[src/sv/sfw_pkg.sv]
package sfw_pkg;

    localparam logic [31:0] DEFAULT_NAN = 32'hFFC0_0000;
    localparam logic [31:0] QUIET_BIT   = 32'h0040_0000;
    localparam logic [7:0]  EXP_MAX     = 8'hFF;

    // Operand for the normalize/round pipe.
    // Value is sig * 2^(k - 158): bit 31 of sig weighs 2^(k - 127).
    typedef struct packed {
        logic               sign;
        logic signed [10:0] k;
        logic [31:0]        sig;
        logic               force_en;   // bypass rounding, emit force_val
        logic [31:0]        force_val;
    } nr_in_t;

    function automatic logic is_nan(input logic [31:0] v);
        is_nan = (v[30:23] == EXP_MAX) && (v[22:0] != 23'd0);
    endfunction

    function automatic logic is_inf(input logic [31:0] v);
        is_inf = (v[30:23] == EXP_MAX) && (v[22:0] == 23'd0);
    endfunction

    // Leading zero count, five halving steps
    function automatic logic [5:0] lzc32(input logic [31:0] v);
        logic [31:0] x;
        logic [5:0]  n;
        x = v;
        n = 6'd0;
        if (x == 32'd0) begin
            n = 6'd32;
        end else begin
            if (x[31:16] == 16'd0) begin n = n + 6'd16; x = x << 16; end
            if (x[31:24] == 8'd0)  begin n = n + 6'd8;  x = x << 8;  end
            if (x[31:28] == 4'd0)  begin n = n + 6'd4;  x = x << 4;  end
            if (x[31:30] == 2'd0)  begin n = n + 6'd2;  x = x << 2;  end
            if (x[31] == 1'b0)     begin n = n + 6'd1; end
        end
        lzc32 = n;
    endfunction

endpackage

[src/sv/sfw_norm_round.sv]
module sfw_norm_round (
    input  logic                clk,
    input  logic                rst_n,
    input  logic                in_valid,
    output logic                in_ready,
    input  sfw_pkg::nr_in_t     in_op,
    input  logic [31:0]         in_aux,
    output logic                out_valid,
    input  logic                out_ready,
    output logic [31:0]         out_res,
    output logic [31:0]         out_aux
);

    // stage 1: leading zero count
    logic            s1_valid_reg;
    sfw_pkg::nr_in_t s1_op_reg;
    logic [5:0]      s1_lz_reg;
    logic [31:0]     s1_aux_reg;
    logic            s1_ready;

    // stage 2: rounded result
    logic            s2_valid_reg;
    logic [31:0]     s2_res_reg;
    logic [31:0]     s2_aux_reg;
    logic            s2_ready;

    assign s2_ready = !s2_valid_reg || out_ready;
    assign s1_ready = !s1_valid_reg || s2_ready;
    assign in_ready = s1_ready;

    always_ff @(posedge clk or negedge rst_n)
    begin
        if (!rst_n)
        begin
            s1_valid_reg <= 1'b0;
        end
        else if (s1_ready)
        begin
            s1_valid_reg <= in_valid;
        end
    end

    always_ff @(posedge clk)
    begin
        if (s1_ready && in_valid)
        begin
            s1_op_reg  <= in_op;
            s1_lz_reg  <= sfw_pkg::lzc32(in_op.sig);
            s1_aux_reg <= in_aux;
        end
    end

    logic signed [10:0] eb;
    logic signed [10:0] sh;
    logic signed [10:0] base;
    logic signed [10:0] rsh;
    logic signed [10:0] field;
    logic [31:0]        n;
    logic [31:0]        lost_mask;
    logic               inc;
    logic [30:0]        mag;
    logic [31:0]        res_next;

    always_comb
    begin
        eb = s1_op_reg.k - $signed({5'd0, s1_lz_reg});
        if (eb > 11'sd0)
        begin
            sh   = $signed({5'd0, s1_lz_reg});
            base = eb;
        end
        else
        begin
            // subnormal: pin bit 31 to weight 2^-126
            sh   = s1_op_reg.k - 11'sd1;
            base = 11'sd1;
        end
        rsh       = -sh;
        lost_mask = (32'd1 << rsh[4:0]) - 32'd1;
        if (sh >= 11'sd0)
        begin
            n = s1_op_reg.sig << sh[5:0];
        end
        else if (rsh >= 11'sd32)
        begin
            n = {31'd0, |s1_op_reg.sig};
        end
        else
        begin
            n = (s1_op_reg.sig >> rsh[4:0])
                | {31'd0, |(s1_op_reg.sig & lost_mask)};
        end
        field = base - 11'sd1 + $signed({10'd0, n[31]});
        inc   = n[7] && (n[8] || (n[6:0] != 7'd0));
        mag   = {field[7:0], n[30:8]} + {30'd0, inc};
        if (s1_op_reg.force_en)
        begin
            res_next = s1_op_reg.force_val;
        end
        else if (eb >= 11'sd255)
        begin
            res_next = {s1_op_reg.sign, sfw_pkg::EXP_MAX, 23'd0};
        end
        else
        begin
            res_next = {s1_op_reg.sign, mag};
        end
    end

    always_ff @(posedge clk or negedge rst_n)
    begin
        if (!rst_n)
        begin
            s2_valid_reg <= 1'b0;
        end
        else if (s2_ready)
        begin
            s2_valid_reg <= s1_valid_reg;
        end
    end

    always_ff @(posedge clk)
    begin
        if (s2_ready && s1_valid_reg)
        begin
            s2_res_reg <= res_next;
            s2_aux_reg <= s1_aux_reg;
        end
    end

    assign out_valid = s2_valid_reg;
    assign out_res   = s2_res_reg;
    assign out_aux   = s2_aux_reg;

endmodule

[src/sv/split_fp32_weight_update_unit.sv]
// Stages, each a register with its own valid bit: multiply, 2 normalize/round,
//   align, add, 2 normalize/round. Stages advance independently, bubbles collapse.
// Throughput: one item per cycle while out_ready is high.
// Reset (rst_n, async active low) clears all valid bits and alpha to 0.
module split_fp32_weight_update_unit (
    input  logic        clk,
    input  logic        rst_n,
    input  logic        cfg_we,
    input  logic [31:0] cfg_wdata,
    input  logic        in_valid,
    output logic        in_ready,
    input  logic [15:0] old_high,
    input  logic [15:0] old_low,
    input  logic [15:0] grad,
    output logic        out_valid,
    input  logic        out_ready,
    output logic [15:0] new_high,
    output logic [15:0] new_low
);

    // learning-rate scale, fp32 pattern
    logic [31:0] alpha_reg;

    always_ff @(posedge clk or negedge rst_n)
    begin
        if (!rst_n)
        begin
            alpha_reg <= 32'd0;
        end
        else if (cfg_we)
        begin
            alpha_reg <= cfg_wdata;
        end
    end

    // ------------------------------------------------------------------
    // Stage A: product alpha * g. g is bf16 so its significand is 8 bits
    // and the 24x8 product is exact in 32 bits.
    // ------------------------------------------------------------------
    logic [31:0]     g_w;
    logic [31:0]     w_in;
    logic [7:0]      ea;
    logic [7:0]      eg;
    logic            a_zero;
    logic            g_zero;
    logic            p_sign;
    logic [23:0]     sig_a;
    logic [7:0]      sig_g;
    sfw_pkg::nr_in_t a_op_next;

    assign g_w  = {grad, 16'd0};
    assign w_in = {old_high, old_low};

    always_comb
    begin
        ea     = alpha_reg[30:23];
        eg     = g_w[30:23];
        a_zero = (alpha_reg[30:0] == 31'd0);
        g_zero = (g_w[30:0] == 31'd0);
        p_sign = alpha_reg[31] ^ g_w[31];
        sig_a  = {ea != 8'd0, alpha_reg[22:0]};
        sig_g  = {eg != 8'd0, g_w[22:16]};

        a_op_next.sign      = p_sign;
        // K = ea' + eg' - 126, with subnormal exponents read as 1
        a_op_next.k         = $signed({3'd0, (ea == 8'd0) ? 8'd1 : ea})
                            + $signed({3'd0, (eg == 8'd0) ? 8'd1 : eg}) - 11'sd126;
        a_op_next.sig       = {8'd0, sig_a} * {24'd0, sig_g};
        a_op_next.force_en  = 1'b1;
        a_op_next.force_val = 32'd0;
        priority if (sfw_pkg::is_nan(alpha_reg))
        begin
            a_op_next.force_val = alpha_reg | sfw_pkg::QUIET_BIT;
        end
        else if (sfw_pkg::is_nan(g_w))
        begin
            a_op_next.force_val = g_w | sfw_pkg::QUIET_BIT;
        end
        else if ((sfw_pkg::is_inf(alpha_reg) && g_zero)
                 || (sfw_pkg::is_inf(g_w) && a_zero))
        begin
            // infinity times zero
            a_op_next.force_val = sfw_pkg::DEFAULT_NAN;
        end
        else if (sfw_pkg::is_inf(alpha_reg) || sfw_pkg::is_inf(g_w))
        begin
            a_op_next.force_val = {p_sign, sfw_pkg::EXP_MAX, 23'd0};
        end
        else if (a_zero || g_zero)
        begin
            a_op_next.force_val = {p_sign, 31'd0};
        end
        else
        begin
            a_op_next.force_en = 1'b0;
        end
    end

    logic            a_valid_reg;
    sfw_pkg::nr_in_t a_op_reg;
    logic [31:0]     a_w_reg;
    logic            a_ready;
    logic            mul_in_ready;

    assign a_ready  = !a_valid_reg || mul_in_ready;
    assign in_ready = a_ready;

    always_ff @(posedge clk or negedge rst_n)
    begin
        if (!rst_n)
        begin
            a_valid_reg <= 1'b0;
        end
        else if (a_ready)
        begin
            a_valid_reg <= in_valid;
        end
    end

    always_ff @(posedge clk)
    begin
        if (a_ready && in_valid)
        begin
            a_op_reg <= a_op_next;
            a_w_reg  <= w_in;
        end
    end

    // product normalize and round; the weight rides along
    logic        mul_out_valid;
    logic        b_ready;
    logic [31:0] p_res;
    logic [31:0] p_w;

    sfw_norm_round u_mul_nr (
        .clk       (clk),
        .rst_n     (rst_n),
        .in_valid  (a_valid_reg),
        .in_ready  (mul_in_ready),
        .in_op     (a_op_reg),
        .in_aux    (a_w_reg),
        .out_valid (mul_out_valid),
        .out_ready (b_ready),
        .out_res   (p_res),
        .out_aux   (p_w)
    );

    // ------------------------------------------------------------------
    // Stage B: add specials, order by magnitude, align the smaller operand
    // with guard/round/sticky bits.
    // ------------------------------------------------------------------
    logic        swap;
    logic [31:0] x_op;
    logic [31:0] y_op;
    logic [7:0]  ex;
    logic [7:0]  ey;
    logic [7:0]  d;
    logic [26:0] y_full;
    logic [26:0] y_mask;
    logic [26:0] x27_next;
    logic [26:0] y27_next;
    logic        bf_en_next;
    logic [31:0] bf_val_next;

    always_comb
    begin
        swap   = p_res[30:0] > p_w[30:0];
        x_op   = swap ? p_res : p_w;
        y_op   = swap ? p_w : p_res;
        ex     = (x_op[30:23] == 8'd0) ? 8'd1 : x_op[30:23];
        ey     = (y_op[30:23] == 8'd0) ? 8'd1 : y_op[30:23];
        d      = ex - ey;
        y_full = {y_op[30:23] != 8'd0, y_op[22:0], 3'd0};
        y_mask = (27'd1 << d[4:0]) - 27'd1;
        x27_next = {x_op[30:23] != 8'd0, x_op[22:0], 3'd0};
        if (d >= 8'd27)
        begin
            y27_next = {26'd0, y_full != 27'd0};
        end
        else
        begin
            y27_next = (y_full >> d[4:0]) | {26'd0, (y_full & y_mask) != 27'd0};
        end

        bf_en_next  = 1'b1;
        bf_val_next = 32'd0;
        priority if (sfw_pkg::is_nan(p_w))
        begin
            bf_val_next = p_w | sfw_pkg::QUIET_BIT;
        end
        else if (sfw_pkg::is_nan(p_res))
        begin
            bf_val_next = p_res | sfw_pkg::QUIET_BIT;
        end
        else if (sfw_pkg::is_inf(p_w) && sfw_pkg::is_inf(p_res))
        begin
            // opposite infinities are invalid
            bf_val_next = (p_w[31] == p_res[31]) ? p_w : sfw_pkg::DEFAULT_NAN;
        end
        else if (sfw_pkg::is_inf(p_w))
        begin
            bf_val_next = p_w;
        end
        else if (sfw_pkg::is_inf(p_res))
        begin
            bf_val_next = p_res;
        end
        else
        begin
            bf_en_next = 1'b0;
        end
    end

    logic               b_valid_reg;
    logic [26:0]        b_x27_reg;
    logic [26:0]        b_y27_reg;
    logic               b_sub_reg;
    logic               b_sign_reg;
    logic signed [10:0] b_k_reg;
    logic               b_force_reg;
    logic [31:0]        b_fval_reg;
    logic [31:0]        b_w_reg;
    logic               c_ready;

    assign b_ready = !b_valid_reg || c_ready;

    always_ff @(posedge clk or negedge rst_n)
    begin
        if (!rst_n)
        begin
            b_valid_reg <= 1'b0;
        end
        else if (b_ready)
        begin
            b_valid_reg <= mul_out_valid;
        end
    end

    always_ff @(posedge clk)
    begin
        if (b_ready && mul_out_valid)
        begin
            b_x27_reg   <= x27_next;
            b_y27_reg   <= y27_next;
            b_sub_reg   <= p_w[31] ^ p_res[31];
            b_sign_reg  <= x_op[31];
            b_k_reg     <= $signed({3'd0, ex}) + 11'sd1;
            b_force_reg <= bf_en_next;
            b_fval_reg  <= bf_val_next;
            b_w_reg     <= p_w;
        end
    end

    // ------------------------------------------------------------------
    // Stage C: add or subtract significands. Exact cancellation gives +0;
    // a sum of same-sign zeros keeps that sign.
    // ------------------------------------------------------------------
    logic [27:0]     sum;
    sfw_pkg::nr_in_t c_op_next;

    always_comb
    begin
        if (b_sub_reg)
        begin
            sum = {1'b0, b_x27_reg} - {1'b0, b_y27_reg};
        end
        else
        begin
            sum = {1'b0, b_x27_reg} + {1'b0, b_y27_reg};
        end
        c_op_next.sign      = b_sign_reg;
        c_op_next.k         = b_k_reg;
        c_op_next.sig       = {sum, 4'd0};
        c_op_next.force_en  = b_force_reg || (sum == 28'd0);
        c_op_next.force_val = b_force_reg ? b_fval_reg
                                          : {b_sign_reg && !b_sub_reg, 31'd0};
    end

    logic            c_valid_reg;
    sfw_pkg::nr_in_t c_op_reg;
    logic [31:0]     c_w_reg;
    logic            add_in_ready;

    assign c_ready = !c_valid_reg || add_in_ready;

    always_ff @(posedge clk or negedge rst_n)
    begin
        if (!rst_n)
        begin
            c_valid_reg <= 1'b0;
        end
        else if (c_ready)
        begin
            c_valid_reg <= b_valid_reg;
        end
    end

    always_ff @(posedge clk)
    begin
        if (c_ready && b_valid_reg)
        begin
            c_op_reg <= c_op_next;
            c_w_reg  <= b_w_reg;
        end
    end

    // sum normalize and round; its last register is the output register
    logic [31:0] r_res;
    logic [31:0] r_w;

    sfw_norm_round u_add_nr (
        .clk       (clk),
        .rst_n     (rst_n),
        .in_valid  (c_valid_reg),
        .in_ready  (add_in_ready),
        .in_op     (c_op_reg),
        .in_aux    (c_w_reg),
        .out_valid (out_valid),
        .out_ready (out_ready),
        .out_res   (r_res),
        .out_aux   (r_w)
    );

    assign new_high = r_res[31:16];
    assign new_low  = r_res[15:0];

`ifndef NO_ASSERTIONS
    // a NaN weight always wins and comes back quieted
    assert property (@(posedge clk) disable iff (!rst_n)
        out_valid && sfw_pkg::is_nan(r_w) |-> r_res == (r_w | sfw_pkg::QUIET_BIT))
        else $error("NaN weight not propagated");

    // no signaling NaN ever leaves the block
    assert property (@(posedge clk) disable iff (!rst_n)
        out_valid && sfw_pkg::is_nan(r_res) |-> r_res[22])
        else $error("signaling NaN on output");

    // a stalled result holds
    assert property (@(posedge clk) disable iff (!rst_n)
        out_valid && !out_ready |=> out_valid && $stable(r_res))
        else $error("stalled result changed");

    // stage A holds its item while the product pipe is full
    assert property (@(posedge clk) disable iff (!rst_n)
        a_valid_reg && !mul_in_ready |=> a_valid_reg && $stable(a_w_reg))
        else $error("stage A lost an item");
`endif

endmodule
[config.mk]
export PLATFORM = sky130hd
export DESIGN_NAME = split_fp32_weight_update_unit
export DESIGN_NICKNAME = d
export VERILOG_FILES = /design/src/sv/sfw_pkg.sv /design/src/sv/sfw_norm_round.sv /design/src/sv/split_fp32_weight_update_unit.sv
export SDC_FILE = /design/constraint.sdc
export NUM_CORES = 2
export LEC_CHECK = 0
export BUFFER_PORTS_ARGS = -buffer_cell sky130_fd_sc_hd__buf_2
export CORE_ASPECT_RATIO = 1.75
export CORE_MARGIN = 2
export CORE_UTILIZATION = 60
export DETAILED_ROUTE_END_ITERATION = 16
export PLACE_DENSITY = 0.77
export SLEW_MARGIN = 30
export SYNTH_ARGS = -nofsm -noshare
export SYNTH_HDL_FRONTEND = slang
export SYNTH_SLANG_ARGS = --single-unit
[constraint.sdc]
create_clock -name clk -period 9.7 [get_ports clk]
set_input_delay 1.94 -clock clk [delete_from_list [all_inputs] [get_ports clk]]
set_output_delay 1.94 -clock clk [all_outputs]
set_load 0.01 [all_outputs]
; ---- After elaboration in Yosys (flattened, before gate mapping)
; Cells that the tools add are included.
[classes]
n_addsub = 29
mul = 1
order_cmp = 10
n_eq_ne = 5
shifts = 8
mux = 84
bitwise_logic = 8
n_reduce_logical = 83
[op_table]
columns = cell, count
row1 = 2-to-1 mux 32 bit, 43
row2 = 2-to-1 mux 6 bit, 24
row3 = OR reduction 32 bit, 3
row4 = 2-to-1 mux 31 bit, 3
row5 = logical NOT 23 bit, 4
row6 = nonzero test 23 bit, 4
row7 = bitwise AND 32 bit, 2
row8 = logical NOT 32 bit, 2
row9 = OR 32 x 1 -> 32 bit, 2
row10 = "left shift 1 x 5 -> 32 bit, first input constant", 2
row11 = left shift 32 x 6 -> 32 bit, 2
row12 = right shift 32 x 5 -> 32 bit, 2
row13 = "subtractor 32 x 1 -> 32 bit, second input constant", 2
row14 = adder 31 x 1 -> 31 bit, 2
row15 = logical NOT 31 bit, 2
row16 = logical NOT 8 bit, 6
row17 = 2-to-1 mux 8 bit, 6
row18 = "equality test 8 bit, second input constant", 4
row19 = logical NOT 16 bit, 2
row20 = multiplier 24 x 8 -> 32 bit, 1
row21 = nonzero test 8 bit, 4
row22 = > comparator 31 bit, 1
row23 = adder 27 x 27 -> 28 bit, 1
row24 = logical NOT 28 bit, 1
row25 = other kinds (42), 103
[word_totals]
regBits = 608
inputBits = 85
out_inout_bits = 34
wordCells = 274

; ---- Depth between registers and ports, before layout
[logic_depth]
word_depth = 23
ltp_mapped = 38

; ---- Modules after synthesis
; Synthesis repeated with hierarchy kept, for this count alone.
[unflattened]
hier_cells = 5481
hier_area_um2 = 54389.7
[modules_own_cells]
columns = mod, n_inst, cells_per_inst, area_each_um2, seq_area_each_um2
row1 = split_fp32_weight_update_unit, 1, 2436, 26013.7, 11025.6
row2 = sfw_norm_round (u_mul_nr), 1, 1608, 14725.4, 5425.2
row3 = sfw_norm_round (u_add_nr), 1, 1437, 13650.6, 5425.2

; ---- Worst setup path before layout
; OpenSTA, ideal clock, no wires.
[synth_timing]
path_type = in2reg
from = in grad[11]
to = reg a_op_reg[64] in the netlist's numbering (data pin)
t_arrival_ps = 7632
required_ps = 9434
path_slack_ps = 1802
cell_stages = 27
n_path_buf = 2
path_cell_list = nor4_1 nand2_1 or2_2 clkbuf_1 clkbuf_1 nand2_1 fa_1 fa_1 inv_1 fa_1 inv_1 fa_1 inv_1 ha_1 a21boi_0 o21ai_0 a21oi_1 o2111ai_1 nand4_1 a311oi_1 o21bai_1 a21oi_1 o21ai_0 o41ai_1 o21ai_0 o41ai_1 xnor2_1
[synth_lines]
columns = element, line_no
row1 = start: declaration, split_fp32_weight_update_unit.sv:14  ; input logic [15:0] grad,
row2 = end signal: assignment, split_fp32_weight_update_unit.sv:124  ; a_op_reg <= a_op_next;
row3 = end: declaration, split_fp32_weight_update_unit.sv:100  ; sfw_pkg::nr_in_t a_op_reg;

; ---- Worst setup path after layout
[layout_timing]
from = reg u_mul_nr.s2_aux_reg[1], in the netlist u_mul_nr.out_aux[1]
to = reg b_y27_reg[4] (data pin)
[layout_via]
elab_chain_cells = 7
word_cells_on_any_way = 12
classes_between = add/sub (1) / order compare (2) / shift (1) / mux (4) / bitwise (1) / reduce/logical (3)
[layout_rtl]
columns = element, line_no
row1 = start: declaration, sfw_norm_round.sv:24  ; logic [31:0] s2_aux_reg;
row2 = start signal: assignment, sfw_norm_round.sv:127  ; s2_aux_reg <= s1_aux_reg;
row3 = > comparator 31 bit, split_fp32_weight_update_unit.sv:167  ; swap = p_res[30:0] > p_w[30:0];
row4 = 2-to-1 mux 32 bit or 2-to-1 mux 31 bit (tied branches), "split_fp32_weight_update_unit.sv:168, split_fp32_weight_update_unit.sv:169"
row5 = logical NOT 8 bit (on tied branches), "split_fp32_weight_update_unit.sv:170, split_fp32_weight_update_unit.sv:171"
row6 = 2-to-1 mux 8 bit (on tied branches), "split_fp32_weight_update_unit.sv:170, split_fp32_weight_update_unit.sv:171"
row7 = subtractor 8 bit, split_fp32_weight_update_unit.sv:172  ; d = ex - ey;
row8 = right shift 27 x 5 -> 27 bit, split_fp32_weight_update_unit.sv:182  ; y27_next = (y_full >> d[4:0]) | {26'd0, (y_full & y_mask) != 27'd0};
row9 = OR 27 x 1 -> 27 bit, split_fp32_weight_update_unit.sv:182
row10 = end signal: assignment, split_fp32_weight_update_unit.sv:244  ; b_y27_reg <= y27_next;
row11 = end: declaration, split_fp32_weight_update_unit.sv:216  ; logic [26:0] b_y27_reg;
; Several ways; a longest one is shown, not always the timed one.
; A chain may end at the register's enable or synchronous reset.

==> impl_metrics.py <==
metrics = {
    "status": {
        "status": "finished clean",
    },
    "setup_path": {
        "worstSetupPathType": "register to register",
        "end_kind": "register",
        "path_max_fanout": 29,
        "path_delay_family": "compound AO/OA/AOI/OAI gates",
        "critPathMaxStageDelay_ns": 0.63,
        "cp.arrival_ns": 8.68,
        "path_buf_inv": 5,
        "cpMostUsedCell": "o21a_1",
        "crit_path_start_kind": "register",
        "worst_ep_required_time_ns": 10.08,
        "cp_slowest_cell": "a222oi_1",
    },
    "sta": {
        "slew_violations": 0,
        "final_hold_viol_count": 0,
        "relSlewSlack_pct": 24.9,
        "final.setup_skew_ns": 0.0437,
        "tns_ns": 0,
        "max_freq_ghz": 0.121,
        "setup_violations": 0,
        "period_minus_slack_ns": 8.29,
        "worst_pin_slew_ns": 1.13,
        "period_share_pct": 85.5,
        "rsz0062_at_grt": "false",
        "hold_ws_ns": 0.395,
    },
    "synthesis": {
        "syn_area_um2": 47200,
        "synth.area.top_cells": "edfxtp_1 (36%), fa_1 (5.8%), mux2i_1 (5.6%), ha_1 (4.8%), nand2_1 (3.9%)",
        "ys_top_cells_by_count": "edfxtp_1 (561), nand2_1 (485), nor2_1 (338), inv_1 (300), mux2i_1 (262)",
        "synth_top_family_by_area": "compound AO/OA/AOI/OAI gates",
        "muxShareOfSynthArea_pct": 10.3,
        "ys_ff_latch": 600,
        "synth-simple-area-share_pct": 16.6,
        "synth_fa_ha_area_share_pct": 10.6,
        "yosys.area.top_type": "edfxtp_1",
        "ys_async_sr_fraction_pct": 6.50,
        "synth_edf_count": 561,
        "synth_warnings": 0,
        "ys_seq_area_share_pct": 37.8,
        "yosys.area_share.xor_xnor_pct": 2.53,
        "synth_nets": 5250,
        "ys.flop_type": "edfxtp_1",
        "synth_top_area_share_pct": 35.7,
        "synth_compound_area_share_pct": 16.8,
        "yosysMostFrequentCell": "edfxtp_1",
        "synthCells": 4846,
        "syn_avg_cell_area_um2": 9.73,
        "synth_cell_types": 109,
    },
    "clock_network": {
        "cts_repair_resize_count": 0,
        "cts_hold_buf": 0,
        "clkTransAtPathRegs_ns": 0.07,
        "cts_tree": "yes",
        "cts.htree.levels": 2,
        "cts-buffers-inserted": 53,
        "cts_setup_buffers": 0,
        "cts_root_buf": "clkbuf_16",
        "clock_latency_ns": 0.68,
        "clock-sinks": 600,
        "cts_buffer_depth": 3,
    },
    "route": {
        "drt-initial-drc-count": 5379,
        "post_drt_wl_per_cell_um": 32.3,
        "via_count": 42500,
        "drc": 0,
        "antenna_left": 0,
        "wirelength_um": 192000,
        "viasPerCell": 7.16,
        "firstDrtPassIters": 7,
    },
    "cells_and_area": {
        "multi_input_area_um2": 27000,
        "drive_gt1_share_pct": 12.6,
        "num-fill-cells": 6238,
        "nNetsFinal": 5249,
        "design_area_um2": 50900,
        "areaGrowthSynthToFinish_pct": 8.05,
        "seqCellArea_um2": 17800,
        "layout.cells.non_filler": 5936,
        "fin_util_pct": 65.1,
    },
    "min_path": {
        "hold_class": "register to register",
    },
    "place": {
        "placedInstanceArea_um2": 49000,
        "place_congestion": 1.15,
        "dp_hpwl_um": 141000,
        "portBuffers": 118,
        "dp_cells": 5818,
    },
    "floorplan": {
        "rows": 136,
        "fp.dieH_um": 375,
        "fp.dieW_um": 216,
        "ioPinCount": 119,
        "dieArea_um2": 80900,
        "initial_core_util_pct": 60.2,
        "core-area_um2": 78300,
    },
    "global_route": {
        "grt_pass1_wl_um": 285000,
        "gr-usage-all-layers_pct": 48.3,
        "grt_max_degree": 67,
        "grt_pass1_vias": 42600,
        "overflow": 0,
        "grt_antenna_before_repair": 19,
    },
    "power": {
        "irDropWorstVdd_mv": 0.404,
        "power_density_nw_per_um2": 397,
        "power.leakage_nw": 20.0,
    },
    "job": {
        "cap_violations": 0,
    },
}
==> through the flow <==
stage	setup slack (ns)	power [mW]
after floorplan	1.80	12.4
after global placement	1.11	16.8
after detailed placement	0.989	16.9
after CTS	1.61	19.1
after global routing	0.984	20.9
final	1.41	20.2
==> layer usage <==
layer	share of wire (%)	up-vias	global-route usage, %
met3	9.2	1405	17.8
met4	14	18	51.1
met2	49	2863	80.9
met5	0.095	-	1.45
li1	-	18000	-
met1	28	20300	42.5
==> layout make-up <==
cell class / count / share of cell area [%]
multi-input cells: 3603 / 53.0
well taps: 1035 / 2.54
repair buffers: 277 / 3.57
clock buffers: 59 / 2.69
inverters: 310 / 2.29
diodes: 12 / 0.0589
clock inverters: 40 / 0.828
flip-flops and latches: 600 / 35.0
==> worst register-to-register path: stages (launching register included) <==
cell,delay [ns]
edfxtp_1,0.54
inv_1,0.12
ha_1,0.31
nor2b_1,0.15
o21a_1,0.16
o21a_1,0.17
o21a_1,0.16
o21a_1,0.16
o21ai_0,0.14
a21oi_1,0.08
o31a_1,0.33
o21ai_4,0.32
mux2i_1,0.57
inv_1,0.18
nor3_1,0.44
nand3_1,0.16
and2_1,0.21
ha_1,0.23
fa_1,0.55
buf_4,0.35
clkinv_1,0.57
mux4_2,0.50
a21oi_1,0.55
mux2i_1,0.27
a222oi_1,0.63
inv_1,0.17
==> cell usage in the layout, fill, tap and decap left out, drive strengths merged, types with 32 or more instances in the layout <==
| cell type | count |
|---|---|
| edfxtp | 561 |
| nand2 | 485 |
| nor2 | 338 |
| inv | 310 |
| buf | 274 |
| mux2i | 265 |
| a21oi | 248 |
| o21ai | 208 |
| ha | 182 |
| and2 | 167 |
| fa | 137 |
| nand3 | 135 |
| nor3 | 123 |
| mux2 | 106 |
| xnor2 | 99 |
| o211ai | 84 |
| nor4 | 74 |
| a211oi | 67 |
| clkbuf | 62 |
| a31oi | 49 |
| and3 | 46 |
| nand4 | 46 |
| mux4 | 43 |
| a21o | 41 |
| dfrtp | 39 |
| a22o | 37 |
| or3 | 37 |
| xor2 | 37 |
| nand2b | 35 |
| o221ai | 34 |
| o21a | 32 |
==> where the power goes <==
part	internal (mW)	switching (mW)
sequential	3.88	0.863
clock	1.19	1.00
combinational	4.41	8.91
total	9.47	10.8
==> final timing paths <==
| check | cells past startpoint | end | from | slack, ns |
|---|---|---|---|---|
| max | 25 | b_y27_reg[4]$_SDFFCE_PP0P_ | u_mul_nr.out_aux[1]$_DFFE_PP_ | 1.41 |
| min | 0 | u_add_nr.s1_op_reg[68]$_DFFE_PP_ | c_op_reg[68]$_DFFE_PP_ | 0.40 |
| max reg2reg | 25 | b_y27_reg[4]$_SDFFCE_PP0P_ | u_mul_nr.out_aux[1]$_DFFE_PP_ | 1.41 |
| min reg2reg | 0 | u_add_nr.s1_op_reg[68]$_DFFE_PP_ | c_op_reg[68]$_DFFE_PP_ | 0.40 |
| max in group asynchronous | 1 | alpha_reg[23]$_DFFE_PN0P_ | rst_n | 7.91 |
| min in group asynchronous | 1 | u_add_nr.out_valid$_DFFE_PN0P_ | rst_n | 1.30 |
==> logic make-up (layout without fill, tap and decap cells) <==
family,after synthesis,in the layout
DFF,600,600
AOI/OAI and AO/OA,1136,1136
xor gates and xnor gates,136,136
adders and majority gates,319,319
other,0,12
muxes,414,414
buffers and inverters,643,686
and+or+nand+nor,1598,1598
(Power assumes the default switching activity.)
